$ cat config.mk
export PLATFORM = sky130hd
export DESIGN_NAME = pasv_reply_address_parser_top
export DESIGN_NICKNAME = d
export VERILOG_FILES = /design/src/design/pasv_pkg.sv /design/src/design/pasv_reply_address_parser_top.sv
export SDC_FILE = /design/constraint.sdc
export NUM_CORES = 1
export LEC_CHECK = 0
export ABC_AREA = 1
export BUFFER_PORTS_ARGS = -buffer_cell sky130_fd_sc_hd__buf_2
export CORE_AREA = 2 2 161 124
export DETAILED_ROUTE_END_ITERATION = 12
export DIE_AREA = 0 0 163 126
export GPL_ROUTABILITY_DRIVEN = 0
export PLACE_DENSITY = 0.56
export SYNTH_ARGS = -nofsm -noshare
export SYNTH_HDL_FRONTEND = slang
export SYNTH_SLANG_ARGS = --single-unit
export TNS_END_PERCENT = 5
$ cat constraint.sdc
create_clock -name clk_i -period 6.9 [get_ports clk_i]
set_clock_uncertainty 0.15 [all_clocks]
set_input_delay 1.38 -clock clk_i [delete_from_list [all_inputs] [get_ports clk_i]]
set_output_delay 1.38 -clock clk_i [all_outputs]
set_load 0.02 [all_outputs]
$ cat src/design/pasv_pkg.sv
// Shared types and character codes for the passive-mode reply address parser.
package pasv_pkg;

  typedef enum logic [2:0] {
    PH_SEARCH = 3'd0,
    PH_START  = 3'd1,
    PH_SIGN   = 3'd2,
    PH_DIGITS = 3'd3,
    PH_DONE   = 3'd4,
    PH_FAIL   = 3'd5
  } phase_e;

  localparam logic [7:0] ChOpen  = 8'h28;
  localparam logic [7:0] ChComma = 8'h2C;
  localparam logic [7:0] ChPlus  = 8'h2B;
  localparam logic [7:0] ChMinus = 8'h2D;
  localparam logic [7:0] ChZero  = 8'h30;
  localparam logic [7:0] ChNine  = 8'h39;
  localparam logic [7:0] ChSpace = 8'h20;
  localparam logic [7:0] ChTab   = 8'h09;
  localparam logic [7:0] ChCr    = 8'h0D;
  localparam logic [7:0] ChNul   = 8'h00;

  localparam logic [2:0] LastOctet  = 3'd3;
  localparam logic [2:0] PortHiIdx  = 3'd4;
  localparam logic [2:0] PortLoIdx  = 3'd5;

  localparam int unsigned AddrW = 32;
  localparam int unsigned PortW = 16;
  localparam int unsigned OutW  = AddrW + PortW;

endpackage

$ cat src/design/pasv_reply_address_parser_top.sv
// A final byte is registered in the input stage, then its result beat in the output register.
// Throughput: one reply byte per cycle; input stalls only while a result
//   beat waits in the output register and another final byte is staged.
// Reset (rst_ni low, asynchronous): parser returns to searching for '(',
//   both stages empty. The four octet registers are not reset; they are only
//   read after being written in the same line.
module pasv_reply_address_parser_top
  import pasv_pkg::*;
(
  input  logic              clk_i,
  input  logic              rst_ni,
  input  logic              s_axis_tvalid_i,
  output logic              s_axis_tready_o,
  input  logic [7:0]        s_axis_tdata_i,   // [7:0] reply_byte
  input  logic              s_axis_tlast_i,   // end_of_line
  output logic              m_axis_tvalid_o,
  input  logic              m_axis_tready_i,
  output logic [OutW-1:0]   m_axis_tdata_o,   // [31:0] host_address, [47:32] data_port
  output logic              m_axis_tuser_o    // parse_ok
);

  // input stage
  logic       in_vld_q;
  logic [7:0] in_byte_q;
  logic       in_last_q;

  // parser state
  phase_e     phase_q, phase_d;
  logic [2:0] field_q, field_d;
  logic       neg_q, neg_d;
  logic [7:0] mag_q, mag_d;
  logic       over_q, over_d;
  logic [15:0] port_q, port_d;
  logic       inv_q, inv_d;
  logic [7:0] octet_q [4];

  // output stage
  logic            out_vld_q;
  logic [OutW-1:0] out_data_q;
  logic            out_ok_q;

  logic            out_free;
  logic            advance;
  logic            oct_we;
  logic [1:0]      oct_idx;
  logic            res_ok;
  logic [OutW-1:0] res_data;

  assign out_free        = !out_vld_q || m_axis_tready_i;
  assign advance         = in_vld_q && (!in_last_q || out_free);
  assign s_axis_tready_o = !in_vld_q || advance;

  always_comb begin
    logic        digit;
    logic        space;
    logic        finish;
    logic [11:0] full;
    logic [15:0] rem;
    logic [2:0]  k;

    phase_d = phase_q;
    field_d = field_q;
    neg_d   = neg_q;
    mag_d   = mag_q;
    over_d  = over_q;
    port_d  = port_q;
    inv_d   = inv_q;
    finish  = 1'b0;
    oct_we  = 1'b0;
    oct_idx = field_q[1:0];
    res_ok  = 1'b0;
    res_data = '0;
    k       = field_q;
    rem     = '0;

    digit = (in_byte_q >= ChZero) && (in_byte_q <= ChNine);
    space = (in_byte_q == ChSpace) || ((in_byte_q >= ChTab) && (in_byte_q <= ChCr));
    full  = 12'(mag_q) * 12'd10 + 12'(in_byte_q - ChZero);

    unique case (phase_q)
      PH_SEARCH: begin
        if (in_byte_q == ChOpen) begin
          phase_d = PH_START;
        end else if (in_byte_q == ChNul) begin
          phase_d = PH_FAIL;
        end
      end
      PH_START: begin
        if (space) begin
          phase_d = PH_START;
        end else if (in_byte_q == ChPlus || in_byte_q == ChMinus) begin
          neg_d   = (in_byte_q == ChMinus);
          phase_d = PH_SIGN;
        end else if (digit) begin
          over_d  = over_q || (full > 12'd255);
          mag_d   = full[7:0];
          phase_d = PH_DIGITS;
        end else begin
          phase_d = PH_FAIL;
        end
      end
      PH_SIGN: begin
        if (digit) begin
          over_d  = over_q || (full > 12'd255);
          mag_d   = full[7:0];
          phase_d = PH_DIGITS;
        end else begin
          phase_d = PH_FAIL;
        end
      end
      PH_DIGITS: begin
        if (digit) begin
          over_d = over_q || (full > 12'd255);
          mag_d  = full[7:0];
        end else if (field_q >= PortLoIdx || in_byte_q == ChComma) begin
          finish = 1'b1;
        end else begin
          phase_d = PH_FAIL;
        end
      end
      PH_DONE: phase_d = PH_DONE;
      default: phase_d = PH_FAIL;
    endcase

    // a sixth number still running at end of line counts as complete
    if (in_last_q && phase_d == PH_DIGITS && field_q >= PortLoIdx) begin
      finish = 1'b1;
    end

    if (finish) begin
      k   = field_q;
      rem = neg_d ? (16'd0 - 16'(mag_d)) : 16'(mag_d);
      if (k <= LastOctet) begin
        oct_we  = 1'b1;
        oct_idx = k[1:0];
        if (over_d || (neg_d && mag_d != 8'd0)) begin
          inv_d = 1'b1;
        end
      end else if (k == PortHiIdx) begin
        port_d = {rem[7:0], 8'd0};
      end else begin
        port_d = port_q + rem;
      end
      neg_d  = 1'b0;
      mag_d  = '0;
      over_d = 1'b0;
      if (k >= PortLoIdx) begin
        phase_d = PH_DONE;
      end else begin
        field_d = k + 3'd1;
        phase_d = PH_START;
      end
    end

    if (phase_d == PH_DONE) begin
      res_ok = 1'b1;
      res_data[OutW-1:AddrW] = port_d;
      if (inv_d) begin
        res_data[AddrW-1:0] = '1;
      end else begin
        // the fourth octet is stored on an earlier beat, so its bypass never selects here
        res_data[AddrW-1:0] = {octet_q[0], octet_q[1], octet_q[2],
                               (oct_we && oct_idx == 2'd3) ? mag_q : octet_q[3]};
      end
    end

    // clear for the next line after the final byte
    if (in_last_q) begin
      phase_d = PH_SEARCH;
      field_d = '0;
      neg_d   = 1'b0;
      mag_d   = '0;
      over_d  = 1'b0;
      port_d  = '0;
      inv_d   = 1'b0;
    end
  end

  always_ff @(posedge clk_i or negedge rst_ni) begin
    if (!rst_ni) begin
      in_vld_q  <= 1'b0;
      out_vld_q <= 1'b0;
      phase_q   <= PH_SEARCH;
      field_q   <= '0;
      neg_q     <= 1'b0;
      mag_q     <= '0;
      over_q    <= 1'b0;
      port_q    <= '0;
      inv_q     <= 1'b0;
    end else begin
      if (s_axis_tready_o) begin
        in_vld_q <= s_axis_tvalid_i;
      end
      if (advance) begin
        phase_q <= phase_d;
        field_q <= field_d;
        neg_q   <= neg_d;
        mag_q   <= mag_d;
        over_q  <= over_d;
        port_q  <= port_d;
        inv_q   <= inv_d;
      end
      if (advance && in_last_q) begin
        out_vld_q <= 1'b1;
      end else if (m_axis_tready_i) begin
        out_vld_q <= 1'b0;
      end
    end
  end

  // payload registers
  always_ff @(posedge clk_i) begin
    if (s_axis_tready_o && s_axis_tvalid_i) begin
      in_byte_q <= s_axis_tdata_i;
      in_last_q <= s_axis_tlast_i;
    end
    if (advance && oct_we) begin
      octet_q[oct_idx] <= mag_q;
    end
    if (advance && in_last_q) begin
      out_ok_q   <= res_ok;
      out_data_q <= res_data;
    end
  end

  assign m_axis_tvalid_o = out_vld_q;
  assign m_axis_tdata_o  = out_data_q;
  assign m_axis_tuser_o  = out_ok_q;

endmodule

After elaboration in Yosys (flattened, before gate mapping)
Memories as Yosys holds them, arrays and structs flattened.
Cells that the tools add are included.
{"block": "word_totals", "ramBits": 32, "n_memories": 1, "inputBits": 13, "output_inout_bits": 51, "register_bits": 93}
{"name": "octet_q", "depth": 4, "width": 8, "read_ports": 4, "rd_ports_with_merged_regs": 0, "wr": 1, "line_no": "pasv_reply_address_parser_top.sv:35", "source": "logic [7:0] octet_q [4];"}
{"block": "op_classes", "n_reduce_logical": 28, "n_lt_le_gt_ge": 7, "addsub": 5, "eq_ne": 14, "mux": 53, "n_mul": 1}
{"op": "16-bit two-way mux", "count": 5}
{"op": "8-bit two-way mux", "count": 6}
{"op": "8-bit by 6-bit == test with 1-bit output (second input constant)", "count": 5}
{"op": "3-bit two-way mux", "count": 13}
{"op": "32-bit two-way mux", "count": 1}
{"op": "1-bit two-way mux", "count": 25}
{"op": "16-bit adder", "count": 1}
{"op": "8-bit case mux with 2 select lines", "count": 1}
{"op": "3-bit case mux with 5 select lines", "count": 1}
{"op": "12-bit adder", "count": 1}
{"op": "12-bit by 8-bit > comparator with 1-bit output (second input constant)", "count": 1}
{"op": "8-bit by 3-bit multiplier with 11-bit output (second input constant)", "count": 1}
{"op": "1-bit logical AND", "count": 10}
{"op": "3-bit by 2-bit == test with 1-bit output (second input constant)", "count": 3}
{"op": "3-bit == test (second input constant)", "count": 3}
{"op": "1-bit by 8-bit subtractor with 9-bit output (first input constant)", "count": 1}
{"op": "8-bit by 6-bit subtractor with 9-bit output (second input constant)", "count": 1}
{"op": "8-bit by 4-bit >= comparator with 1-bit output (second input constant)", "count": 1}
{"op": "8-bit by 6-bit >= comparator with 1-bit output (second input constant)", "count": 1}
{"op": "8-bit by 4-bit less-or-equal comparator with 1-bit output (second input constant)", "count": 1}
{"op": "8-bit by 6-bit less-or-equal comparator with 1-bit output (second input constant)", "count": 1}
{"op": "8-bit zero test", "count": 1}
{"op": "1-bit logical OR", "count": 8}
{"op": "8-bit nonzero test", "count": 1}
{"op": "12 further kinds", "count": 15}

Depth between registers and ports, before layout
Gate-level depths: netlist of the first run.
{"block": "depth", "word_depth": 14, "ltp_mapped": 38, "ltp_nobuf": 38}

Least setup slack after synthesis of the first run
Ideal clock, no wire load.
{"block": "synth_path", "path_kind": "register -> register", "from": "register mag_q[1]", "to": "register out_data_q[45] (netlist: m_axis_tdata_o[45]) (data pin)", "synth_period_minus_slack_ns": 4.546, "stages_incl_launch_ff": 33, "n_path_buf": 0, "t_arrival_ns": 4.140, "required_ns": 6.494, "path_slack_ns": 2.354, "path_cell_list": "dfrtp_1 ha_1 ha_1 inv_1 fa_1 inv_1 ha_1 nand3b_1 nand3_1 nor2_1 nand2_1 nand2_1 nor2_2 nand2_2 nand2_4 xor2_2 ha_1 nand2_1 nor3_1 nand2_1 nand2_1 nand2_1 a21oi_1 nand2_1 nand2_1 inv_1 o21a_1 nand2_1 nand2_1 nor2_1 nor2_1 nand2_1 a21oi_1"}
{"block": "synth_between", "elab_chain_cells": 12}
{"element": "start: declaration", "line_no": "pasv_reply_address_parser_top.sv:31", "source": "logic [7:0] mag_q, mag_d;"}
{"element": "start signal: assignment", "line_no": "pasv_reply_address_parser_top.sv:198", "source": "mag_q <= mag_d;"}
{"element": "8-bit by 3-bit multiplier with 11-bit output", "line_no": "pasv_reply_address_parser_top.sv:78", "source": "full = 12'(mag_q) * 12'd10 + 12'(in_byte_q - ChZero);"}
{"element": "12-bit adder", "line_no": "pasv_reply_address_parser_top.sv:78"}
{"element": "8-bit two-way mux", "line_no": "pasv_reply_address_parser_top.sv:94, pasv_reply_address_parser_top.sv:103, pasv_reply_address_parser_top.sv:112"}
{"element": "8-bit two-way mux", "line_no": "pasv_reply_address_parser_top.sv:91", "source": "end else if (in_byte_q == ChPlus || in_byte_q == ChMinus) begin"}
{"element": "8-bit two-way mux", "line_no": "pasv_reply_address_parser_top.sv:89", "source": "if (space) begin"}
{"element": "8-bit case mux with 2 select lines *", "line_no": "pasv_reply_address_parser_top.sv:80", "source": "unique case (phase_q)"}
{"element": "1-bit by 8-bit subtractor with 9-bit output", "line_no": "pasv_reply_address_parser_top.sv:132", "source": "rem = neg_d ? (16'd0 - 16'(mag_d)) : 16'(mag_d);"}
{"element": "16-bit two-way mux *", "line_no": "pasv_reply_address_parser_top.sv:132"}
{"element": "16-bit adder", "line_no": "pasv_reply_address_parser_top.sv:142", "source": "port_d = port_q + rem;"}
{"element": "16-bit two-way mux *", "line_no": "pasv_reply_address_parser_top.sv:139", "source": "end else if (k == PortHiIdx) begin"}
{"element": "16-bit two-way mux *", "line_no": "pasv_reply_address_parser_top.sv:133", "source": "if (k <= LastOctet) begin"}
{"element": "16-bit two-way mux *", "line_no": "pasv_reply_address_parser_top.sv:130", "source": "if (finish) begin"}
{"element": "end signal: assignment", "line_no": "pasv_reply_address_parser_top.sv:222", "source": "out_data_q <= res_data;"}
{"element": "end: declaration", "line_no": "pasv_reply_address_parser_top.sv:39", "source": "logic [OutW-1:0] out_data_q;"}
Mark *: on every way between the ends. The rest lies on a longest branch, timed or not.
A chain may end at the register's enable or synchronous reset.

Final worst setup path of the first run
{"block": "layout_path", "from": "register mag_q[1]", "to": "register out_data_q[44] (netlist: m_axis_tdata_o[44]) (data pin)"}
Same word-level chain as after synthesis.

==> results of run 1 <==
## layer usage
| metal | part of all wire, % | global-route usage [%] | up-vias | routed length, um |
|---|---|---|---|---|
| li1 | - | - | 2971 | - |
| met1 | 53 | 28.84 | 2624 | 9447 |
| met2 | 39 | 24.80 | 186 | 7022 |
| met3 | 5.8 | 3.129 | 22 | 1032 |
| met4 | 1.6 | 5.778 | 0 | 278 |
| met5 | 0 | 0 | - | 0 |
## kinds of logic after synthesis
family          synth area share [%]
compound gates                 9.290
fa+ha+maj                      8.504
simple gates                   22.72
xor+xnor                       2.561
buf+inv                        9.056
flops                          47.87
## area by class of cell
cell class              count  area (sq um)
clock inverters            15         148.9
fillers                  1803         10410
inverters                 153         574.3
clock buffers              17         425.4
flip-flops and latches    125          3578
multi-input cells         560          3219
repair buffers             64         322.8
well taps                 253         316.6
## power groups by stage
stage	Clock [W]	Sequential [W]	Combinational, W
final	0.000896	0.000838	0.000124
after global routing	0.000941	0.000840	0.000138
after CTS	0.000904	0.000838	0.000125
after detailed placement	0	0.000853	0.000125
after global placement	0	0.000853	0.000125
after floorplan	0	0.000870	0.0000613
## synthesized netlist by cell type, types with 2 or more instances
cell	instances
nor3_1	8
o22ai_1	22
xor2_1	10
buf_6	3
nand4_1	6
o211ai_2	2
buf_2	4
o31ai_1	2
nor2_2	3
edfxtp_1	90
inv_1	138
or2_2	2
o21ai_0	26
o21ai_1	17
nand3b_1	27
inv_2	15
xnor2_1	10
dfrtp_1	35
ha_1	46
clkbuf_1	10
nand3_4	2
nor2_4	2
nand3_1	55
nor2_1	64
nand3_2	2
nand2_2	9
a31oi_1	2
o21ai_2	2
a21oi_1	45
fa_1	3
nand2_1	180
nand2_4	2
## through the flow
step / utilization (%) / power [W]
final: 45.20 / 0.001858
after global routing: 45.20 / 0.001919
after CTS: 45.20 / 0.001867
after detailed placement: 42.18 / 0.0009783
after global placement: 42.18 / 0.0009778
after floorplan: - / 0.0009318
## worst paths after layout
path / startpoint / end / slack, ps
setup / recovery: mag_q[1] / m_axis_tdata_o[44] / 1640
hold / removal: over_q / over_q / 340
setup reg to reg: mag_q[1] / m_axis_tdata_o[44] / 1640
hold reg to reg: over_q / over_q / 340
max in group asynchronous: rst_ni / port_q[15] / 5120
min in group asynchronous: rst_ni / port_q[5] / 930
## state kept, by name, indices dropped and copies added (netlist names), 3 cells and up
name            count
field_q             3
in_byte_q           8
m_axis_tdata_o     48
mag_q               8
octet_q            32
phase_q             3
port_q             16
## worst register-to-register path, delay by kind of cell (launching register included)
kind / cells / cell delay [ps]
adder cells (fa/ha/maj): 5 / 1600
flip-flops: 1 / 490
AO/OA/AOI/OAI: 6 / 1110
XOR/XNOR: 1 / 150
buffers and inverters: 6 / 420
AND/OR/NAND/NOR: 11 / 1090
==> flow_summary.yaml, run 1 <==
sta:
  setup_tns_ps: 0
  timing.fmax_mhz: 190.0
  period_minus_slack_ps: 5263
  slew_headroom_pct: 25.87
  rsz0062_at_grt: "false"
  finalHoldViolations: 0
  setup_ws_ps: 1637
  setup_violations: 0
  hold_slack_ps: 344.7
  worst_pin_slew_ps: 1112
  final.period_utilization_pct: 76.27
  final_max_slew_viol_count: 0
synth:
  synth_flop_cell: "edfxtp_1"
  seq_area_frac_synth_pct: 47.87
  synth_top_area_share_pct: 36.16
  yosysTopAreaCell: "edfxtp_1"
  ys_types: 45
  synth_area_leaders: "edfxtp_1, dfrtp_1, nand2_1, ha_1, inv_1"
  synth-edff-count: 90
  ys_ff_latch: 125
  post_synth_instance_area_sq_mm: 0.007475
  synth_fp_nets: 919
  async_flop_share_pct: 28.00
  synth_warnings: 0
  avgSynthCellArea_sq_um: 8.722
  syn_inst: 857
placed_design:
  pre_cts_ws_ps: 1718
  place_area_sq_mm: 0.008011
  dp.cells: 1155
  dpl.hpwl_mm: 12.51
  port_buffers: 63
clock_tree:
  clk_pin_slew_worst_paths_ps: 60
  cts_sinks: 125
  clock-root-buffer: "clkbuf_16"
  cts_resized: 0
  cts_tree: "built"
  clk_latency_ps: 430
  cts_buffers: 17
  cts_setup_buffers: 0
  cts_htree_levels: 4
  holdBufCountCts: 0
  cts_buffer_depth: 2
global_route:
  antenna_found_initial: 0
  grt_pass1_wl_mm: 28.76
  overflow: 0
  grt_max_degree: 50
  grt_pass1_vias: 5285
  grt_use_total_pct: 18.17
routing:
  drc_errors: 0
  wl_per_cell_um: 14.98
  vias: 5803
  drt_iter0_markers: 491
  wl_mm: 17.78
  final_antenna_net_count: 0
  avgViaCountPerCell: 4.889
  firstDrtPassIters: 5
finish:
  finalNonFillerCells: 1187
  syn_to_final_growth_pct: 14.86
  layout_commonest_cell: "nand2_1"
  layout-drive-gt1-share_pct: 14.88
  fin_area_sq_mm: 0.008586
  most-common-layout-cells: "nand2_1, inv_1, edfxtp_1"
  antenna_cells: 0
  nets: 983
pwr:
  netSwitchingPower_w: 0.0004905
  pwr-share-seq_pct: 45.1
  irDropWorstVdd_mv: 0.1335
  p_int_w: 0.001367
  power_density_mw_per_mm2: 216.3
  p_sw_share_pct: 26.41
  clkPwrFrac_pct: 48.2
  power.share.combinational_pct: 6.7
  leakage_nw: 4.091
worst_setup_path:
  cp_slowest_cell: "dfrtp_1"
  cp.buffers_inverters: 6
  r2r_cells: 29
  cp.required_ps: 6920
  critPathMaxFanout: 8
  path_delay_family: "adder cells"
  worstSetupPathType: "reg2reg"
  end_kind: "register"
  crit_path_start_kind: "register"
  crit_cells: 29
  slowest_delay_ps: 490
  cp.arrival_ps: 5280
floorplan:
  ios: 64
  placementRows: 44
  initial_utilization_pct: 39.35
  core_sq_mm: 0.01899
  die_h_um: 126
  die_area_sq_mm: 0.02054
  fp.dieW_um: 163
hold_path:
  hold_depth: 2
  min_path_type: "reg2reg"
status:
  status: "finished, final reports clean"
run:
  drv_cap: 0
Note: power is estimated with default switching activity, not from simulation.
==> run 2, diff against run 1 <==
PLACE_DENSITY = 0.58   (was 0.56)
clock period = 4.4 ns   (was 6.9 ns; I/O delays follow)
==> run 2 against run 1 <==
  * The flow now finishes with violations (setup timing)
  * Core utilization grew 4.9 points
  * Critical path depth grew 3
  * Power grew 52%
  * Fmax grew 15%
  * Critical endpoint is now m_axis_tdata_o[45]
  * First-iteration DRC count shrank 26%
  * Hold slack lost 1.8 ps
  * Global-route usage grew 0.087 points
  * Final cell count grew 8.8%
  * Final area grew 11%
==> flow_summary.yaml, run 2 (same netlist as run 1, synthesis figures left out) <==
status:
  status: "finished with violations"
  violations: "setup timing"
clock_tree:
  cts_sinks: 125
  cts_buffers: 17
  cts_buffer_depth: 2
  clk_latency_ps: 430
  cts_tree: "built"
  clock-root-buffer: "clkbuf_16"
  cts_htree_levels: 4
  clk_pin_slew_worst_paths_ps: 70
routing:
  wl_per_cell_um: 13.73
  final_antenna_net_count: 0
  drc_errors: 0
  drt_iter0_markers: 364
  wl_mm: 17.74
  firstDrtPassIters: 5
  avgViaCountPerCell: 4.772
  vias: 6165
floorplan:
  fp.dieW_um: 163
  initial_utilization_pct: 39.35
  die_h_um: 126
  placementRows: 44
  ios: 64
  die_area_sq_mm: 0.02054
  core_sq_mm: 0.01899
worst_setup_path:
  slowest_delay_ps: 490
  path_common_cell: "nand2_1"
  r2r_cells: 32
  cp.arrival_ps: 4600
  reg2reg_to: "m_axis_tdata_o[45]"
  reg2reg_from: "mag_q[3]"
  cp.required_ps: 4410
  cp_slowest_cell: "fa_1"
  reg2reg_slack_ps: -190
  end_kind: "register"
  crit_path_start_kind: "register"
  cp.buffers_inverters: 3
  worstSetupPathType: "reg2reg"
  path_delay_family: "adder cells"
  critPathMaxFanout: 5
sta:
  finalHoldViolations: 0
  setup_tns_ps: -810.4
  slew_headroom_pct: 34.68
  final_max_slew_viol_count: 0
  period_minus_slack_ps: 4592
  worst_pin_slew_ps: 978.7
  timing.fmax_mhz: 217.8
  rsz0062_at_grt: "true"
  setup_ws_ps: -191.6
  hold_slack_ps: 342.9
  setup_violations: 9
  final.period_utilization_pct: 104.4
finish:
  syn_to_final_growth_pct: 27.39
  finalNonFillerCells: 1292
  layout_commonest_cell: "nand2_1"
  most-common-layout-cells: "nand2_1, inv_1, buf_4"
  largest_reg_flops: 48
  antenna_cells: 0
  layout-drive-gt1-share_pct: 26.66
  nets: 1089
pwr:
  irDropWorstVdd_mv: 0.2308
  finalPower_w: 0.002830
  leakage_nw: 4.586
  power_density_mw_per_mm2: 297.2
global_route:
  grt_pass1_vias: 5739
  grt_pass1_wl_mm: 29.24
  overflow: 0
  grt_max_degree: 50
  antenna_found_initial: 0
  grt_use_total_pct: 18.25
hold_path:
  min-delay-start: "neg_q"
  min_path_type: "reg2reg"
  min_to: "neg_q"
  hold_depth: 2
placed_design:
  dp.cells: 1257
  port_buffers: 63
  pre_cts_ws_ps: -301.2
  dpl.hpwl_mm: 13.05
run:
  drv_cap: 0
==> run 2: changes by cell type in the layout (fill, tap and decap cells not counted), sizes merged <==
cell      previous run  this run
clkinv               5         6
bufinv               1         0
inv                162       158
buf                 64       170
clkinvlp             0         3
==> run 2: worst min-delay path, delay by kind of cell (launching register included) <==
| family | cells | cell delay [ps] |
|---|---|---|
| AOI/OAI and AO/OA | 1 | 60 |
| DFF | 1 | 340 |
| and+or+nand+nor | 1 | 50 |
==> run 2: area by class of cell <==
| type | count | area (sq um) |
|---|---|---|
| clock buffer | 17 | 425.4 |
| timing repair buffer | 170 | 1131 |
| multi-input combinational | 560 | 3385 |
| clock inverter | 14 | 111.4 |
| sequential | 125 | 3578 |
| fill | 1814 | 9472 |
| tap | 253 | 316.6 |
| inverter | 153 | 574.3 |
==> run 2: how the worst max path moves through the flow <==
stage          cells past startpoint  slack [ps]                 end  startpoint
6_report                          32        -190  m_axis_tdata_o[45]    mag_q[3]
5_1_grt                           32        -500  m_axis_tdata_o[45]    mag_q[3]
4_1_cts                           32        -160  m_axis_tdata_o[45]    mag_q[3]
3_5_place_dp                      27        -300  m_axis_tdata_o[42]    mag_q[3]
3_3_place_gp                      27        -220  m_axis_tdata_o[42]    mag_q[1]
2_1_floorplan                     32          -9  m_axis_tdata_o[45]    mag_q[1]
==> run 2: stage by stage <==
stage	cell area, sq um	util [%]
global placement	8821	46.44
floorplan	7506	-
detailed placement	8821	46.44
finish	9522	50.13
CTS	9440	49.70
global route	9522	50.13
==> run 2: timing repair <==
item | CTS | global route
setup buffers | 3 | 1
hold buffers | 0 | 0
setup endpoints to repair | 14 | 52
gates resized for setup | 17 | 15
pin swaps | 11 | 14
==> run 2: per-layer routing <==
| metal | share of wire, % | GRT usage (%) | wire length (um) |
|---|---|---|---|
| met5 | 0 | 0 | 0 |
| met4 | 1.5 | 5.986 | 269 |
| met3 | 5.2 | 3.129 | 919 |
| met2 | 39 | 25.50 | 6967 |
| met1 | 54 | 28.42 | 9582 |
==> run 2: power by group <==
part | total, W | switching (W) | internal, W
clock | 0.00129 | 0.000568 | 0.000725
combinational | 0.000228 | 0.000151 | 0.0000772
sequential | 0.00131 | 0.0000144 | 0.00130
total | 0.00283 | 0.000733 | 0.00210
